`config.mk`:
```
export PLATFORM = sky130hd
export DESIGN_NAME = pixel_readout_word_decoder
export DESIGN_NICKNAME = d
export VERILOG_FILES = /design/src/hw/rtl/pxd_pkg.sv /design/src/hw/rtl/pxd_decoder.sv /design/src/hw/rtl/pxd_hit_fifo.sv /design/src/hw/rtl/pixel_readout_word_decoder.sv
export SDC_FILE = /design/constraint.sdc
export NUM_CORES = 1
export LEC_CHECK = 0
export ABC_AREA = 0
export BUFFER_PORTS_ARGS = -buffer_cell sky130_fd_sc_hd__clkbuf_2
export CAP_MARGIN = 20
export CORE_ASPECT_RATIO = 1.5
export CORE_MARGIN = 10
export CORE_UTILIZATION = 30
export CTS_BUF_LIST = sky130_fd_sc_hd__clkbuf_8
export CTS_CLUSTER_DIAMETER = 100
export CTS_CLUSTER_SIZE = 12
export DETAILED_ROUTE_END_ITERATION = 10
export GPL_ROUTABILITY_DRIVEN = 1
export GPL_TIMING_DRIVEN = 1
export PLACE_DENSITY = 0.59
export SETUP_SLACK_MARGIN = 0.05
export SYNTH_ARGS = -nofsm -noshare
export SYNTH_HDL_FRONTEND = slang
export SYNTH_SLANG_ARGS = --single-unit
```
`constraint.sdc`:
```
create_clock -name clk -period 6.75 [get_ports clk]
set_clock_uncertainty 0.2 [all_clocks]
set_input_delay 0.3375 -clock clk [delete_from_list [all_inputs] [get_ports clk]]
set_output_delay 0.3375 -clock clk [all_outputs]
set_load 0.01 [all_outputs]
```
`src/hw/rtl/pxd_pkg.sv`:
```
// Shared types and constants for the pixel readout word decoder.
package pxd_pkg;

	localparam int          NUM_CHANNELS_DEF = 8;
	localparam int          HIT_FIFO_DEPTH   = 4;

	localparam logic [4:0]  COUNT_MAX        = 5'd16;
	localparam logic [3:0]  TOT_NONE         = 4'hF;
	localparam logic [3:0]  TAG_MAX          = 4'd15;
	localparam logic [6:0]  COL_LIMIT        = 7'd80;
	localparam logic [8:0]  ROW_LIMIT_SINGLE = 9'd336;
	localparam logic [8:0]  ROW_LIMIT_PAIR   = 9'd335;

	localparam logic [7:0]  HEADER_CODE_RST  = 8'd233;
	localparam logic [7:0]  ADDRESS_CODE_RST = 8'd234;
	localparam logic [7:0]  VALUE_CODE_RST   = 8'd236;
	localparam logic [7:0]  SERVICE_CODE_RST = 8'd239;

	typedef enum logic [1:0] {
		REG_HEADER,
		REG_ADDRESS,
		REG_VALUE,
		REG_SERVICE
	} reg_idx_t;

	typedef struct packed {
		logic [7:0] header_code;
		logic [7:0] address_code;
		logic [7:0] value_code;
		logic [7:0] service_code;
	} cfg_t;

	typedef struct packed {
		logic [6:0] column;
		logic [8:0] row;
		logic [3:0] tot;
		logic [3:0] tag;
		logic [2:0] channel;
		logic       last;
	} hit_t;

	typedef struct packed {
		logic [1:0] count;
		hit_t       first;
		hit_t       second;
	} hit_pair_t;

endpackage

```
`src/hw/rtl/pxd_decoder.sv`:
```
// Word decode, per-channel header counters and hit formation.
module pxd_decoder #(
	parameter int NUM_CHANNELS = pxd_pkg::NUM_CHANNELS_DEF
) (
	input  logic               clk,
	input  logic               arst_n,
	input  logic [31:0]        word,
	input  logic               fire,
	input  pxd_pkg::cfg_t      cfg,
	output pxd_pkg::hit_pair_t pair
);
	import pxd_pkg::*;

	localparam int         CH_W = (NUM_CHANNELS > 1) ? $clog2(NUM_CHANNELS) : 1;
	localparam logic [7:0] NCH  = 8'(NUM_CHANNELS);

	logic [4:0]      count_q [NUM_CHANNELS];
	logic [7:0]      ch8;
	logic [7:0]      rec_type;
	logic [CH_W-1:0] idx;
	logic            is_trig;
	logic            ch_ok;
	logic            is_hdr;
	logic            is_skip;
	logic            rec_ok;
	logic            is_data;
	logic            inc;
	logic [6:0]      col;
	logic [8:0]      row;
	logic [3:0]      tot1;
	logic [3:0]      tot2;
	logic [4:0]      cnt;
	logic [3:0]      tag;

	always_comb begin
		ch8      = word[31:24];
		rec_type = word[23:16];
		is_trig  = word[31];
		ch_ok    = ch8 < NCH;
		idx      = ch8[CH_W-1:0];
		is_hdr   = rec_type == cfg.header_code;
		is_skip  = (rec_type == cfg.address_code) || (rec_type == cfg.value_code) ||
		           (rec_type == cfg.service_code);
		tot2     = word[3:0];
		tot1     = word[7:4];
		row      = word[16:8] - 9'd1;
		col      = word[23:17] - 7'd1;
		rec_ok   = (col < COL_LIMIT) &&
		           (((tot2 == TOT_NONE) && (row < ROW_LIMIT_SINGLE)) ||
		            ((tot2 != TOT_NONE) && (row < ROW_LIMIT_PAIR)));
		cnt      = count_q[idx];
		tag      = (cnt == 5'd0) ? TAG_MAX : cnt[3:0] - 4'd1;
		is_data  = !is_trig && ch_ok && !is_hdr && !is_skip && rec_ok;
		inc      = !is_trig && ch_ok && is_hdr && (cnt < COUNT_MAX);

		pair.first  = '{column: col, row: row + 9'd1, tot: tot2, tag: tag,
		                channel: ch8[2:0], last: 1'b0};
		pair.second = '{column: col, row: row, tot: tot1, tag: tag,
		                channel: ch8[2:0], last: 1'b1};
		if (!is_data) begin
			pair.count = 2'd0;
		end else if (tot2 == TOT_NONE) begin
			pair.count = 2'd1;
		end else begin
			pair.count = 2'd2;
		end
	end

	always_ff @(posedge clk or negedge arst_n) begin
		if (!arst_n) begin
			for (int i = 0; i < NUM_CHANNELS; i++) begin
				count_q[i] <= 5'd0;
			end
		end else if (fire && is_trig) begin
			for (int i = 0; i < NUM_CHANNELS; i++) begin
				count_q[i] <= 5'd0;
			end
		end else if (fire && inc) begin
			count_q[idx] <= cnt + 5'd1;
		end
	end

endmodule

```
`src/hw/rtl/pxd_hit_fifo.sv`:
```
// Result queue taking up to two hits per transfer and giving one.
module pxd_hit_fifo (
	input  logic               clk,
	input  logic               arst_n,
	input  logic               push,
	input  pxd_pkg::hit_pair_t pair,
	output logic               space,
	output logic               out_valid,
	input  logic               out_ready,
	output pxd_pkg::hit_t      out_hit
);
	import pxd_pkg::*;

	localparam int PTR_W = $clog2(HIT_FIFO_DEPTH);
	localparam int CNT_W = $clog2(HIT_FIFO_DEPTH + 1);

	hit_t             mem_q [HIT_FIFO_DEPTH];
	logic [PTR_W-1:0] wr_ptr_q;
	logic [PTR_W-1:0] rd_ptr_q;
	logic [CNT_W-1:0] count_q;
	logic [PTR_W-1:0] wr_next;
	logic [CNT_W-1:0] n_push;
	logic             pop;

	assign wr_next   = PTR_W'(wr_ptr_q + 1'b1);
	assign n_push    = push ? CNT_W'(pair.count) : '0;
	assign out_valid = count_q != '0;
	assign pop       = out_valid && out_ready;
	assign out_hit   = mem_q[rd_ptr_q];
	assign space     = count_q <= CNT_W'(HIT_FIFO_DEPTH - 2);

	always_ff @(posedge clk) begin
		if (push) begin
			case (pair.count)
				2'd2: begin
					mem_q[wr_ptr_q] <= pair.first;
					mem_q[wr_next]  <= pair.second;
				end
				2'd1: begin
					mem_q[wr_ptr_q] <= pair.second;
				end
				default: begin
				end
			endcase
		end
	end

	always_ff @(posedge clk or negedge arst_n) begin
		if (!arst_n) begin
			wr_ptr_q <= '0;
			rd_ptr_q <= '0;
			count_q  <= '0;
		end else begin
			wr_ptr_q <= PTR_W'(wr_ptr_q + n_push);
			if (pop) begin
				rd_ptr_q <= PTR_W'(rd_ptr_q + 1'b1);
			end
			count_q <= count_q + n_push - CNT_W'(pop);
		end
	end

endmodule

```
`src/hw/rtl/pixel_readout_word_decoder.sv`:
```
// Top level: register port, input register, decoder and result queue.
// A word goes through the input register, then its hits into the result queue.
// Throughput: one word per cycle; hits leave at one per cycle while out_ready
// is high, and the input stalls while the four-entry result queue holds three
// or more hits, so a steady run of two-hit words is paced by the hit output.
// Reset: header counters clear, type codes take their defaults, queue empties.
module pixel_readout_word_decoder #(
	parameter int NUM_CHANNELS = pxd_pkg::NUM_CHANNELS_DEF
) (
	input  logic        clk,
	input  logic        arst_n,
	input  logic        in_valid,
	output logic        in_ready,
	input  logic [31:0] raw_word,
	output logic        out_valid,
	input  logic        out_ready,
	output logic [6:0]  hit_column,
	output logic [8:0]  hit_row,
	output logic [3:0]  hit_tot,
	output logic [3:0]  trigger_tag,
	output logic [2:0]  hit_channel,
	output logic        last_hit,
	input  logic        psel,
	input  logic        penable,
	input  logic        pwrite,
	input  logic [3:0]  paddr,
	input  logic [31:0] pwdata,
	output logic [31:0] prdata,
	output logic        pready
);
	import pxd_pkg::*;

	cfg_t      cfg_q;
	reg_idx_t  reg_idx;
	logic      wr_en;
	logic [7:0] rd_val;
	logic [31:0] word_s1;
	logic      valid_s1;
	logic      space;
	logic      advance;
	hit_pair_t pair;
	hit_t      out_hit;

	assign pready  = 1'b1;
	assign reg_idx = reg_idx_t'(paddr[3:2]);
	assign wr_en   = psel && penable && pwrite;

	always_comb begin
		case (reg_idx)
			REG_HEADER:  rd_val = cfg_q.header_code;
			REG_ADDRESS: rd_val = cfg_q.address_code;
			REG_VALUE:   rd_val = cfg_q.value_code;
			REG_SERVICE: rd_val = cfg_q.service_code;
			default:     rd_val = 8'd0;
		endcase
		prdata = {24'd0, rd_val};
	end

	always_ff @(posedge clk or negedge arst_n) begin
		if (!arst_n) begin
			cfg_q.header_code  <= HEADER_CODE_RST;
			cfg_q.address_code <= ADDRESS_CODE_RST;
			cfg_q.value_code   <= VALUE_CODE_RST;
			cfg_q.service_code <= SERVICE_CODE_RST;
		end else if (wr_en) begin
			case (reg_idx)
				REG_HEADER:  cfg_q.header_code  <= pwdata[7:0];
				REG_ADDRESS: cfg_q.address_code <= pwdata[7:0];
				REG_VALUE:   cfg_q.value_code   <= pwdata[7:0];
				REG_SERVICE: cfg_q.service_code <= pwdata[7:0];
				default: begin
				end
			endcase
		end
	end

	assign advance  = valid_s1 && space;
	assign in_ready = !valid_s1 || advance;

	always_ff @(posedge clk or negedge arst_n) begin
		if (!arst_n) begin
			valid_s1 <= 1'b0;
		end else if (in_ready) begin
			valid_s1 <= in_valid;
		end
	end

	always_ff @(posedge clk) begin
		if (in_ready && in_valid) begin
			word_s1 <= raw_word;
		end
	end

	pxd_decoder #(
		.NUM_CHANNELS(NUM_CHANNELS)
	) u_decoder (
		.clk   (clk),
		.arst_n(arst_n),
		.word  (word_s1),
		.fire  (advance),
		.cfg   (cfg_q),
		.pair  (pair)
	);

	pxd_hit_fifo u_hit_fifo (
		.clk      (clk),
		.arst_n   (arst_n),
		.push     (advance),
		.pair     (pair),
		.space    (space),
		.out_valid(out_valid),
		.out_ready(out_ready),
		.out_hit  (out_hit)
	);

	assign hit_column  = out_hit.column;
	assign hit_row     = out_hit.row;
	assign hit_tot     = out_hit.tot;
	assign trigger_tag = out_hit.tag;
	assign hit_channel = out_hit.channel;
	assign last_hit    = out_hit.last;

endmodule

```
# --- Yosys cells after proc, flatten, opt, wreduce, memory -nomap -nowiden ---
# Memories as Yosys holds them, arrays and structs flattened.
# Cells that the tools add are included.
op_classes:
  addsub: 10
  order_cmp: 8
  n_eq_ne: 11
  mux: 20
  bitwise_logic: 2
  n_reduce_logical: 33
ops:
  columns: ["operator", "count"]
  rows:
  - ["two-way mux 40 bit", 2]
  - ["bitwise mux 40 bit", 1]
  - ["equality test 8 bit", 4]
  - ["case mux 8 bit (4 select lines)", 1]
  - ["two-way mux 28 bit", 1]
  - ["less-than comparator 9 bit, second input constant", 2]
  - ["logical AND 1 bit", 17]
  - ["binary-select mux 5 bit (select 3 bit)", 1]
  - ["demux 5 bit (select 3 bit)", 1]
  - ["two-way mux 5 bit", 3]
  - ["adder 9 x 1 -> 9 bit, second input constant", 1]
  - ["subtractor 9 x 1 -> 9 bit, second input constant", 1]
  - ["less-than comparator 8 x 4 -> 1 bit, second input constant", 1]
  - ["AND reduction 2 bit", 4]
  - ["less-than comparator 7 bit, second input constant", 1]
  - ["subtractor 7 x 1 -> 7 bit, second input constant", 1]
  - ["equality test 2 bit, second input constant", 3]
  - ["two-way mux 1 bit", 6]
  - ["two-way mux 2 bit", 3]
  - ["adder 5 x 1 -> 5 bit, second input constant", 1]
  - ["logical NOT 5 bit", 1]
  - ["less-than comparator 5 bit, second input constant", 1]
  - ["adder 2 x 1 -> 2 bit, second input constant", 2]
  - ["equality test 2 x 1 -> 1 bit, second input constant", 2]
  - ["other kinds (17)", 23]
totals:
  ff_bits: 112
  ramBits: 112
  inputBits: 75
  output_inout_bits: 63
  elab_cells: 102
  memories: 1
mem_list:
  columns: ["name", "depth", "width", "read_ports", "rd_ports_with_merged_regs", "wr", "line_no", "rtl"]
  rows:
  - ["u_hit_fifo.mem_q", 4, 28, 1, 0, 2, "pxd_hit_fifo.sv:17", "hit_t mem_q [HIT_FIFO_DEPTH];"]

# --- Logic depth before layout (Yosys ltp) ---
depth:
  ltp_word: 12
  depth_mapped: 17
  ltp_nobuf: 13

# --- By module ---
# Synthesis repeated with hierarchy kept, for this count alone.
hier_totals:
  hier_cells: 923
  area_unflattened_um2: 12022.8
modules_own_cells:
  columns: ["module", "instances", "cells_each", "area_each_um2", "seq_area_each_um2"]
  rows:
  - ["pxd_hit_fifo", 1, 395, 5856.9, 3538.4]
  - ["pxd_decoder", 1, 384, 3502.1, 1001.0]
  - ["pixel_readout_word_decoder", 1, 144, 2663.8, 1814.2]

# --- Worst setup path after synthesis ---
# OpenSTA, ideal clock, no wires.
synth_path:
  path_type: "flip-flop to flip-flop"
  start: "register word_s1[8]"
  end: "memory u_hit_fifo.mem_q[0][10] (netlist name), enable pin"
  setup_time_ns: 0.411
  arrival_time_ns: 3.850
  required_ns: 6.139
  slack_ns: 2.289
  path_stages_with_launch: 13
  path_cell_list: "edfxtp_1 > buf_2 > inv_1 > ha_1 > nor2b_1 > nand3_1 > xor2_1 > a211oi_2 > or4_1 > buf_2 > buf_2 > buf_2 > nor2_1"
synth_rtl:
  columns: ["element", "line_no", "rtl"]
  rows:
  - ["start: declaration", "pixel_readout_word_decoder.sv:37", "logic [31:0] word_s1;"]
  - ["start signal: assignment", "pixel_readout_word_decoder.sv:90", "word_s1 <= raw_word;"]
  - ["end: declaration", "pxd_hit_fifo.sv:17", null]

==> results.txt <==
- Result of the run: finished clean
- Summing all non-filler instances in the final layout gives an area of 13100 um2.
- In the routed layout, each cell is associated on average with a via count of 4.97.
- Share of async-settable or async-resettable flops after synthesis: 35.7%
* Port Buffers: 86
* Slew margin rel.: 31.2%
- Floorplan row count: 87
- Clock-pin slew was measured on the worst setup and hold paths at 0.09 ns.
- Adder-cell area share of the yosys netlist: 1.26%
- Initial antenna violation count: 1
- Buffer count from post-CTS setup fixing: 0
- Area of combinational cells with multiple inputs: 4680 um2
- Capture instance of the worst register-to-register path: u_hit_fifo.mem_q[1][0]
* Data arrival time at the worst-slack endpoint: 5.28 ns
- Drt first pass iters: 5
- Largest net degree at the start of global routing: 65
- The core region is 37700 um2.
* Post-route ant nets: 0
- Traced cell by cell, the critical path runs through inv_1 -> ha_1 -> nor2b_1 -> nand2_1 -> xor2_1 -> a211oi_2 -> or4_2 -> buf_4 -> nand2b_1 -> o22a_1.
* Leakage power of the design: 5.09 nW
* Worst path slowest cell: or4_2
* Final period utilization: 74.5%
* Worst Setup Slack, final: 1.72 ns
- Worst setup slack before clock tree synthesis: 1.76 ns
- Synthesis produced 947 cells.
- In this run the register-to-register setup slack is 1.72 ns.
* Clock Tree Root: clkbuf_8
- Average wire per cell in the routed design: 19.3 um
* Final setup fails: 0
- Dividing total power by cell area gives a power density of 295 nW/um2.
* Max-slew violations: 0
- After detailed placement, the total cell area comes to 12200 um2.
- Maximum vdd ir drop: 0.000142 V
- At the worst endpoint, the required time is 7.00 ns.
- The wire-length estimate of the detail-placed layout is 20800 um.
- Global routing used 12.6% of the available tracks across all layers.
- Post-synthesis sequential element count: 224
* Clock buffer depth: 3
- From synthesis to final layout, the design area changed by 14.1%.
- Fill count: 3780
- The congestion estimate from routability-driven global placement came to 0.853.
- Element type at the critical path start: flip-flop
- Classification of the worst-slack hold path: input pin to async pin
* Cell Area, Synth: 11500 um2
- Mapped Avg Cell Area: 12.1 um2
* Aggregate routed wire length: 30000 um
* Total grt overflow: 0
- Type of the worst setup path: flip-flop to flip-flop
- Top library cells by usage in the layout, fill and taps aside: 140 x edfxtp_1, 90 x nor2_1, 85 x clkbuf_2
- Max-cap violations in this run came to 0.
* Layout net count: 1135
- Post-synth EDFFs: 140
* Synth warn: 0
- Proportion of layout cells with a drive suffix above 1: 22.7%
- Subtracting the final worst setup slack from the clock period gives 5.03 ns.
* Horizontal die dimension: 180 um
- Cts bufs inserted: 22
- In this run the number of H-tree levels came out at 1.
* Number of I/O pins: 138
- Number of design rule violations left after detail routing: 0
* Largest family of logic cells by synthesized area: multiplexers
* Total vias in the final route: 7731
* CP max stage delay: 0.96 ns
- Worst reg2reg path depth: 10
- The synthesized netlist devotes 4.19% of its cell area to XOR and XNOR gates.
* Area taken by flip-flops and latches: 6320 um2
* Mux share of post-synthesis cell area: 14.8%
- The first global-routing pass estimated 47000 um of wire.
- Highest net fanout along the worst path: 64
- Area fraction in and, or, nand and nor cells after synthesis: 13.3%
* Aggregate negative setup slack: 0 ns
- In the synthesized netlist the dominant register cell turns out to be edfxtp_1.
- Post-synthesis compound-gate area fraction: 6.38%
* Share of the yosys chip area belonging to registers: 55.0%
* Number of DRC violations after detailed-routing iteration 0: 370
- The clock reaches the later pin of the worst-skew pair after 0.56 ns.
- Via count of the first global-routing pass: 8159
* Initial Utilization: 30.5%
* Transition time at the pin with the least slew margin: 1.03 ns
* Count of endpoints failing hold in the final timing report: 0
- STA classifies the critical path endpoint as a flip-flop.
- Die height: 260 um
* Critical path's top delay family: simple AND/OR/NAND/NOR gates
- Setup repair after global routing left no endpoint under its margin.
- The library cell used most frequently in the layout, excluding fill and tap cells, is edfxtp_1.
- Die footprint: 46600 um2
- Launch point of the worst reg-to-reg path: word_s1[8]
- TritonCTS built the clock tree.
* # clock sinks: 224
- Timing-limited maximum frequency: 0.199 GHz
* Buf/Inv on CP: 2
- Yosys mapped the design onto 62 distinct sky130hd cell types.
## layout make-up
cell class,count,area share (%)
Antenna cell,1,0.0191
Clock buffer,23,2.42
Clock inverter,17,0.688
Inverter,21,0.602
Multi-Input combinational cell,634,35.8
Sequential cell,224,48.3
Tap cell,489,4.67
Timing Repair Buffer,146,7.57
## per-layer routing
metal	vias to the layer above	global-route usage (%)	wire length (um)
met5	-	0	0
met4	0	4.84	856
met3	43	1.81	1230
met2	179	24.0	16500
met1	3872	13.7	11400
li1	3637	-	-
## flip-flops by register name, summed over array words and instances (netlist names)
register,count
u_hit_fifo.mem_q,112
u_decoder.count_q,40
cfg_q,32
word_s1,32
u_hit_fifo.count_q,3
u_hit_fifo.rd_ptr_q,2
u_hit_fifo.wr_ptr_q,2
valid_s1,1
## where the power goes
group          switching (mW)  internal, mW  total [mW]
Combinational           0.702         0.518        1.22
Sequential              0.212          1.61        1.82
Clock                   0.471         0.355       0.826
## how the worst max path moves through the flow
stage,start,endpoint,depth (start not counted)
after floorplan,word_s1[8],u_hit_fifo.mem_q[0][10],12
after global placement,word_s1[8],u_hit_fifo.mem_q[0][14],9
after detailed placement,word_s1[8],u_hit_fifo.mem_q[0][13],9
after CTS,word_s1[8],u_hit_fifo.mem_q[0][12],9
after global routing,word_s1[8],u_hit_fifo.mem_q[1][19],10
final,word_s1[8],u_hit_fifo.mem_q[1][0],10
## cell usage after synthesis, drive strengths merged (22+ instances only)
cell type    n  share of area, %
clkbuf      40               1.3
mux4        40               7.9
buf         51               3.0
nor2        92               3.0
dfrtp       58                13
nor3        53               2.4
edfxtp     140                37
mux2i       42               3.7
a22oi       32               2.1
mux2        33               3.2
dfstp       22               5.0
xor2        33               2.5
nand2       82               2.7
## cells by family after synthesis
family	Yosys count
AND/OR/NAND/NOR	319
flip-flops	224
multiplexers	115
buffers and inverters	112
AO/OA/AOI/OAI	110
XOR/XNOR	54
adder cells (fa/ha/maj)	11
other	2
## repair_timing
| item | in CTS | in global routing |
|---|---|---|
| hold buffers | 43 | 0 |
| hold endpoints to repair | 99 | 0 |
| resized for setup | 0 | 0 |
## per-stage QoR
stage	power [mW]	instances	utilization, %	hold WS [ns]
final	3.87	1555	34.8	0.0704
after global routing	4.10	1555	34.8	0.0904
after CTS	3.93	1553	34.7	0.0512
after detailed placement	3.08	1470	32.5	0.109
after global placement	3.07	1470	32.5	0.104
after floorplan	2.63	970	-	-0.158
No activity file was read; power rests on OpenSTA's default activity.
